$ cat src/rtl/cmp_pkg.sv
package cmp_pkg;

    localparam int SAMPLE_W     = 16;
    localparam int CORDIC_STEPS = 24;
    localparam int SQRT_STEPS   = 16;

    // Full pipeline depth from the input register to the result register.
    localparam int LATENCY  = CORDIC_STEPS + 2;
    // Extra delay after the root so both paths line up.
    localparam int SQRT_PAD = LATENCY - SQRT_STEPS - 3;

    localparam int XY_W   = 35;
    localparam int Z_W    = 34;
    localparam int RAD_W  = 2 * SAMPLE_W;
    localparam int REM_W  = SAMPLE_W + 2;

    localparam int CFG_INDEX_W = 2;
    typedef logic [CFG_INDEX_W-1:0] cfg_index_t;
    localparam cfg_index_t REG_MAGNITUDE_ENABLE = 2'd0;
    localparam cfg_index_t REG_PHASE_ENABLE     = 2'd1;

    localparam logic [SAMPLE_W-1:0] PHASE_ZERO          = 16'h0000;
    localparam logic [SAMPLE_W-1:0] PHASE_PI            = 16'h8000;
    localparam logic [SAMPLE_W-1:0] PHASE_HALF_PI       = 16'h4000;
    localparam logic [SAMPLE_W-1:0] PHASE_MINUS_HALF_PI = 16'hC000;

    // Angle accumulator scale: 2^31 stands for pi.
    localparam logic signed [Z_W-1:0] Z_HALF_PI = Z_W'(1) << 30;
    localparam logic signed [Z_W-1:0] Z_ROUND   = Z_W'(1) << 15;

    localparam logic [31:0] ATAN_TABLE [CORDIC_STEPS] = '{
        32'd536870912, 32'd316933406, 32'd167458907, 32'd85004756,
        32'd42667331,  32'd21354465,  32'd10679838,  32'd5340245,
        32'd2670163,   32'd1335087,   32'd667544,    32'd333772,
        32'd166886,    32'd83443,     32'd41722,     32'd20861,
        32'd10430,     32'd5215,      32'd2608,      32'd1304,
        32'd652,       32'd326,       32'd163,       32'd81
    };

    typedef struct packed {
        logic advance;
        logic magnitude_enable;
        logic phase_enable;
    } pipe_ctrl_t;

endpackage

$ cat src/rtl/cmp_sqrt_pipe.sv
module cmp_sqrt_pipe
(
    input  logic                                clk,
    input  cmp_pkg::pipe_ctrl_t                 ctrl,
    input  logic signed [cmp_pkg::SAMPLE_W-1:0] real_part,
    input  logic signed [cmp_pkg::SAMPLE_W-1:0] imag_part,
    output logic        [cmp_pkg::SAMPLE_W-1:0] magnitude
);

    localparam int SW = cmp_pkg::SAMPLE_W;
    localparam int RW = cmp_pkg::RAD_W;
    localparam int MW = cmp_pkg::REM_W;
    localparam int NS = cmp_pkg::SQRT_STEPS;
    localparam int NP = cmp_pkg::SQRT_PAD;

    logic signed [RW-1:0] prod_re;
    logic signed [RW-1:0] prod_im;
    logic [RW-1:0] sq_re_reg;
    logic [RW-1:0] sq_im_reg;
    logic [RW-1:0] sum_reg;

    logic [RW-1:0] rad_reg  [NS];
    logic [MW-1:0] rem_reg  [NS];
    logic [SW-1:0] root_reg [NS];

    logic [SW-1:0] round_reg;
    logic [SW-1:0] pad_reg [NP];

    assign prod_re = real_part * real_part;
    assign prod_im = imag_part * imag_part;

    always_ff @(posedge clk)
    begin
        if (ctrl.advance)
        begin
            sq_re_reg <= unsigned'(prod_re);
            sq_im_reg <= unsigned'(prod_im);
            sum_reg   <= sq_re_reg + sq_im_reg;
        end
    end

    // One root bit per stage, restoring form.
    for (genvar k = 0; k < NS; k++)
    begin : g_step
        logic [RW-1:0] rad_in;
        logic [MW-1:0] rem_in;
        logic [SW-1:0] root_in;
        logic [MW+1:0] cur;
        logic [MW+1:0] sub;
        logic [MW+1:0] diff;
        logic          fits;

        if (k == 0)
        begin : g_first
            assign rad_in  = sum_reg;
            assign rem_in  = '0;
            assign root_in = '0;
        end
        else
        begin : g_next
            assign rad_in  = rad_reg[k-1];
            assign rem_in  = rem_reg[k-1];
            assign root_in = root_reg[k-1];
        end

        assign cur  = {rem_in, rad_in[RW-1:RW-2]};
        assign sub  = {2'b00, root_in, 2'b01};
        assign diff = cur - sub;
        assign fits = (cur >= sub);

        always_ff @(posedge clk)
        begin
            if (ctrl.advance)
            begin
                rad_reg[k]  <= rad_in << 2;
                rem_reg[k]  <= fits ? diff[MW-1:0] : cur[MW-1:0];
                root_reg[k] <= {root_in[SW-2:0], fits};
            end
        end
    end

    always_ff @(posedge clk)
    begin
        if (ctrl.advance)
        begin
            if (!ctrl.magnitude_enable)
                round_reg <= '0;
            else if (rem_reg[NS-1] > {2'b00, root_reg[NS-1]})
                round_reg <= root_reg[NS-1] + SW'(1);
            else
                round_reg <= root_reg[NS-1];

            pad_reg[0] <= round_reg;
            for (int k = 1; k < NP; k++)
                pad_reg[k] <= pad_reg[k-1];
        end
    end

    assign magnitude = pad_reg[NP-1];

endmodule

$ cat config.mk
export PLATFORM = sky130hd
export DESIGN_NAME = cmp_sqrt_pipe
export DESIGN_NICKNAME = d
export VERILOG_FILES = /design/src/rtl/cmp_pkg.sv /design/src/rtl/cmp_sqrt_pipe.sv
export SDC_FILE = /design/constraint.sdc
export NUM_CORES = 2
export LEC_CHECK = 0
export ABC_AREA = 1
export BUFFER_PORTS_ARGS = -buffer_cell sky130_fd_sc_hd__clkbuf_2
export CAP_MARGIN = 30
export CORE_MARGIN = 2
export CORE_UTILIZATION = 30
export CTS_BUF_LIST = sky130_fd_sc_hd__clkbuf_16
export DETAILED_ROUTE_END_ITERATION = 10
export GPL_ROUTABILITY_DRIVEN = 0
export HOLD_SLACK_MARGIN = 0.06
export PLACE_DENSITY = 0.54
export SLEW_MARGIN = 25
export SYNTH_ARGS = -nofsm -noshare
export SYNTH_HDL_FRONTEND = slang
export SYNTH_SLANG_ARGS = --single-unit
$ cat constraint.sdc
create_clock -name clk -period 16.29 [get_ports clk]
set_clock_uncertainty 0.05 [all_clocks]
set_input_delay 0.8145 -clock clk [delete_from_list [all_inputs] [get_ports clk]]
set_output_delay 0.8145 -clock clk [all_outputs]
set_load 0.01 [all_outputs]
After elaboration in Yosys (flattened, before gate mapping)
Memories as Yosys holds them, arrays and structs flattened.
Index checks and enable logic that the tools add are counted.
Widths: inputs -> output; s select.
{"block": "word_totals", "in_bits": 36, "mem_count": 4, "regBits": 112, "mem_bits_rw": 1136}
{"memory": "rad_reg", "depth": 16, "word_bits": 30, "rd": 15, "rd_ports_with_merged_regs": 0, "wr": 16, "line_no": "cmp_sqrt_pipe.sv:22", "rtl": "logic [RW-1:0] rad_reg [NS];"}
{"memory": "rem_reg", "depth": 16, "word_bits": 18, "rd": 16, "rd_ports_with_merged_regs": 0, "wr": 16, "line_no": "cmp_sqrt_pipe.sv:23", "rtl": "logic [MW-1:0] rem_reg [NS];"}
{"memory": "root_reg", "depth": 16, "word_bits": 16, "rd": 16, "rd_ports_with_merged_regs": 0, "wr": 16, "line_no": "cmp_sqrt_pipe.sv:24", "rtl": "logic [SW-1:0] root_reg [NS];"}
{"memory": "pad_reg", "depth": 7, "word_bits": 16, "rd": 7, "rd_ports_with_merged_regs": 0, "wr": 7, "line_no": "cmp_sqrt_pipe.sv:27", "rtl": "logic [SW-1:0] pad_reg [NP];"}
{"block": "op_classes", "n_mul": 2, "muxes": 19, "n_lt_le_gt_ge": 17, "n_addsub": 18}
{"cell": "$ge 20x18->1", "n": 15}
{"cell": "$mux 18", "n": 16}
{"cell": "$sub 18x18->18", "n": 15}
{"cell": "$mul 16x16->32", "n": 2}
{"cell": "$add 32x32->32", "n": 1}
{"cell": "$gt 18x16->1", "n": 1}
{"cell": "$add 16x1->16 const B", "n": 1}
{"cell": "$mux 16", "n": 1}
{"cell": "$sub 2x1->3 const B", "n": 1}
{"cell": "$ge 2x1->1 const B", "n": 1}
{"cell": "$mux 1", "n": 2}

Longest topological paths before layout
An unclocked memory read counts as a cell.
{"block": "depth", "word_depth": 3, "mapped_depth": 28, "mapped_depth_nobuf": 26}

Worst setup path before layout
OpenSTA, ideal clock, no wires.
{"block": "synth_timing", "kind": "input to register", "start": "in real_part[1] in the netlist's numbering", "end": "reg sq_re_reg[31], data pin", "n_path_buf": 2, "setup_ns": 0.252, "arrival_time_ns": 6.216, "slack_ns": 9.771, "cell_stages": 23, "cell_sequence": "clkbuf_1 > clkbuf_1 > nand2_1 > inv_1 > fa_1 > fa_1 > inv_1 > fa_1 > inv_1 > fa_1 > inv_1 > fa_1 > fa_1 > inv_1 > ha_1 > nand2_1 > nor2_1 > and3_1 > nand2_1 > inv_1 > nor2_1 > nand2_1 > nand2_1"}
{"block": "synth_via", "elab_chain_cells": 1}
{"element": "start, declared", "line_no": "cmp_sqrt_pipe.sv:5", "rtl": "input logic signed [cmp_pkg::SAMPLE_W-1:0] real_part,"}
{"element": "$mul 16x16->32", "line_no": "cmp_sqrt_pipe.sv:29", "rtl": "assign prod_re = real_part * real_part;"}
{"element": "named net prod_re[31]", "line_no": "cmp_sqrt_pipe.sv:16", "rtl": "logic signed [RW-1:0] prod_re;"}
{"element": "end signal, assigned", "line_no": "cmp_sqrt_pipe.sv:36", "rtl": "sq_re_reg <= unsigned'(prod_re);"}
{"element": "end, declared", "line_no": "cmp_sqrt_pipe.sv:18", "rtl": "logic [RW-1:0] sq_re_reg;"}
The timed path passes the listed nets, and every way through them passes these cells.
A chain may end at the register's enable or synchronous reset.

Worst setup path in the final report
{"block": "layout_timing", "start": "in real_part[15] in the netlist's numbering", "end": "reg sq_re_reg[27], data pin"}
The elaborated chain is that of the path after synthesis.

==> flow_summary.json <==
{
  "stdcell_area_sq_um": 68090,
  "syn_avg_cell_area_sq_um": 9.482,
  "vias_per_cell": 4.524,
  "gr-total-overflow": 0,
  "synthMuxAreaShare": 0,
  "grt_pass1_vias": 43250,
  "portBuffers": 50,
  "largest_reg_flops": 268,
  "worst_setup_path_end_kind": "flop",
  "ys_seq_elements": 866,
  "start_kind": "primary input",
  "r2r_cells": 9,
  "criticalPathCategory": "in -> reg",
  "antenna_cells": 0,
  "clockRootBuffer": "clkbuf_16",
  "syn-cell-area_sq_um": 61830,
  "yosysUniqueCellTypes": 56,
  "top_level_ports": 52,
  "antenna_found_initial": 0,
  "drt_pass1_iterations": 6,
  "postRouteAntennaNets": 0,
  "path_clk_slew_ns": 0.06,
  "die_y_microns": 458.0,
  "start_util": 0.3019,
  "cts-buffers-inserted": 92,
  "worstSkewPairLatency_ns": 0.70,
  "final_cell_mix": "nand2_1, inv_1, edfxtp_1, fa_1, nor2_1",
  "grt_pass1_wl_microns": 217300,
  "max_freq_mhz": 152.9,
  "rrSetupSlack_ns": 13.19,
  "holdWs_ns": 0.3493,
  "ys_seq_area_frac": 0.4206,
  "cp.required_ns": 16.67,
  "drc": 0,
  "ctsHoldBuffers": 0,
  "max-cap-violations": 0,
  "synth-adder-area-share": 0.2293,
  "totalWireLength_microns": 131100,
  "drt-initial-drc-count": 2640,
  "ys.flop_type": "edfxtp_1",
  "placementRows": 166,
  "hold_viol_final": 0,
  "worst_slew_pin_slew_ns": 0.9179,
  "reg2reg_to": "round_reg[1]$_SDFFCE_PN0P_",
  "drive_above_1_share": 0.04653,
  "postCtsSetupBuffers": 0,
  "postCtsResizedCells": 0,
  "grt_max_degree": 98,
  "period_share": 0.4014,
  "min_to": "rad_reg[0][79]$_DFFE_PP_",
  "synthArstFlopShare": 0,
  "h-tree-depth": 3,
  "hpwl_microns": 104100,
  "tns_ns": 0,
  "synth_compound_area_frac": 0.05696,
  "final_common_cell": "nand2_1",
  "period_needed_ns": 6.539,
  "syn_nets": 7405,
  "nNetsFinal": 7470,
  "max_slew_margin": 0.3881,
  "dp_cells": 9179,
  "min_from": "rad_reg[0][47]$_DFFE_PP_",
  "wl_per_cell_microns": 14.02,
  "via_count": 42300,
  "min_path_type": "reg -> reg",
  "slew_violations": 0,
  "placed_cell_area_sq_um": 65050,
  "finalNonFillerCells": 9351,
  "cts_tree": "yes",
  "clock-sinks": 866,
  "rsz0062_at_grt": "no",
  "ys_warn_count": 0,
  "clockBufferDepth": 3,
  "syn_to_final_growth_pct": 10.12,
  "synth-edff-count": 866,
  "hold_depth": 0,
  "outcome": "finished, final reports clean",
  "finalSetupViolations": 0,
  "netlist_instances": 6521,
  "fp.coreArea_sq_um": 204800,
  "worstPathArrival_ns": 6.92,
  "r2r_start": "root_reg[15][14]$_DFFE_PP_",
  "fp.dieW_microns": 458.0,
  "dieArea_sq_um": 209800,
  "synth-simple-area-share": 0.1711,
  "synth_xor_xnor_area_share": 0.03074,
  "crit_path_max_fanout": 22,
  "grt.total_usage": 0.1257,
  "synth_top_family_by_area": "adder cells"
}
[worst max path at each step]
| stage | startpoint | endpoint | slack (ns) | cells past startpoint |
|---|---|---|---|---|
| final | real_part[15] | sq_re_reg[27]$_DFFE_PP_ | 9.75 | 20 |
| after global routing | imag_part[15] | sq_im_reg[30]$_DFFE_PP_ | 9.37 | 22 |
| after CTS | real_part[15] | sq_re_reg[27]$_DFFE_PP_ | 9.80 | 20 |
| after detailed placement | real_part[15] | sq_re_reg[27]$_DFFE_PP_ | 9.02 | 20 |
| after global placement | imag_part[15] | sq_im_reg[30]$_DFFE_PP_ | 9.04 | 22 |
| after floorplan | real_part[1] | sq_re_reg[31]$_DFFE_PP_ | 9.77 | 23 |
[metal layers]
metal / GRT usage / part of all wire / up-vias
li1: - / - / 21050
met1: 0.1549 / 0.44 / 20300
met2: 0.2283 / 0.51 / 764
met3: 0.01528 / 0.032 / 194
met4: 0.03722 / 0.026 / 0
met5: 0 / 0 / -
[cell type report]
| cell class | count | area [sq um] |
|---|---|---|
| clock buffers | 94 | 2352 |
| clock inverters | 77 | 651.9 |
| fillers | 20990 | 136700 |
| inverters | 1365 | 5131 |
| multi-input cells | 4195 | 30180 |
| flip-flops and latches | 866 | 26000 |
| well taps | 2688 | 3363 |
| repair buffers | 66 | 404.1 |
[Yosys cell counts (3+ instances only)]
cell      count  area, sq um
and3_1        5        31.28
edfxtp_1    866        26000
o21ai_0     193        965.9
nand2_2      15        93.84
buf_2         3        15.01
inv_2        12        45.04
nor3_2        3        30.03
a21oi_1     296         1481
inv_1      1349         5064
a21boi_0      7        52.55
buf_4         9        67.56
nand2_1    1432         5375
a31oi_1       4        25.02
o21ai_2      19        166.4
xor2_1      161         1410
and2_1        8        50.05
nor2_4        5        56.30
nor2_1      435         1633
o21bai_1     24        180.2
nand2_4       4        45.04
or2_2        19        118.9
nor4_1       17        106.4
o211ai_1     13        97.59
ha_1        373         4667
nor3_1       67        335.3
fa_1        475         9509
a21o_1       19        142.6
a21oi_2      10        87.58
nand4_1      88        550.5
o21ai_1      33        165.2
or2_0         4        25.02
buf_6        14        157.7
nor2_2        8        50.05
clkbuf_1     67        251.5
nand3_1     333         1667
nand3b_1     41        307.8
o21a_1        9        67.56
xnor2_1      56        490.5
[worst max-delay path, cell delays in order]
cell	delay, ns
clkbuf_2	0.45
clkinv_1	0.58
or2_2	0.47
fa_1	0.54
inv_1	0.06
fa_1	0.50
fa_1	0.52
fa_1	0.52
fa_1	0.54
inv_1	0.05
fa_1	0.52
inv_1	0.04
ha_1	0.39
nand2_1	0.13
nor2_1	0.19
inv_1	0.09
nor2_1	0.13
nand3_1	0.15
nand4_1	0.13
nand2_1	0.08
[cells by family after synthesis]
group | after synthesis
AOI/OAI and AO/OA | 636
and+or+nand+nor | 2493
adders and majority gates | 848
xor gates and xnor gates | 217
DFF | 866
other | 1
buffers and inverters | 1460
[metrics by stage]
stage               setup slack, ns    util
floorplan                     9.771       -
global placement              9.036  0.3177
detailed placement            9.024  0.3177
CTS                           9.796  0.3323
global route                  9.373  0.3325
finish                        9.751  0.3325
Power is left out: the tool's default activity adds up to more than one toggle a clock period on the data nets, which glitch-free logic cannot reach.
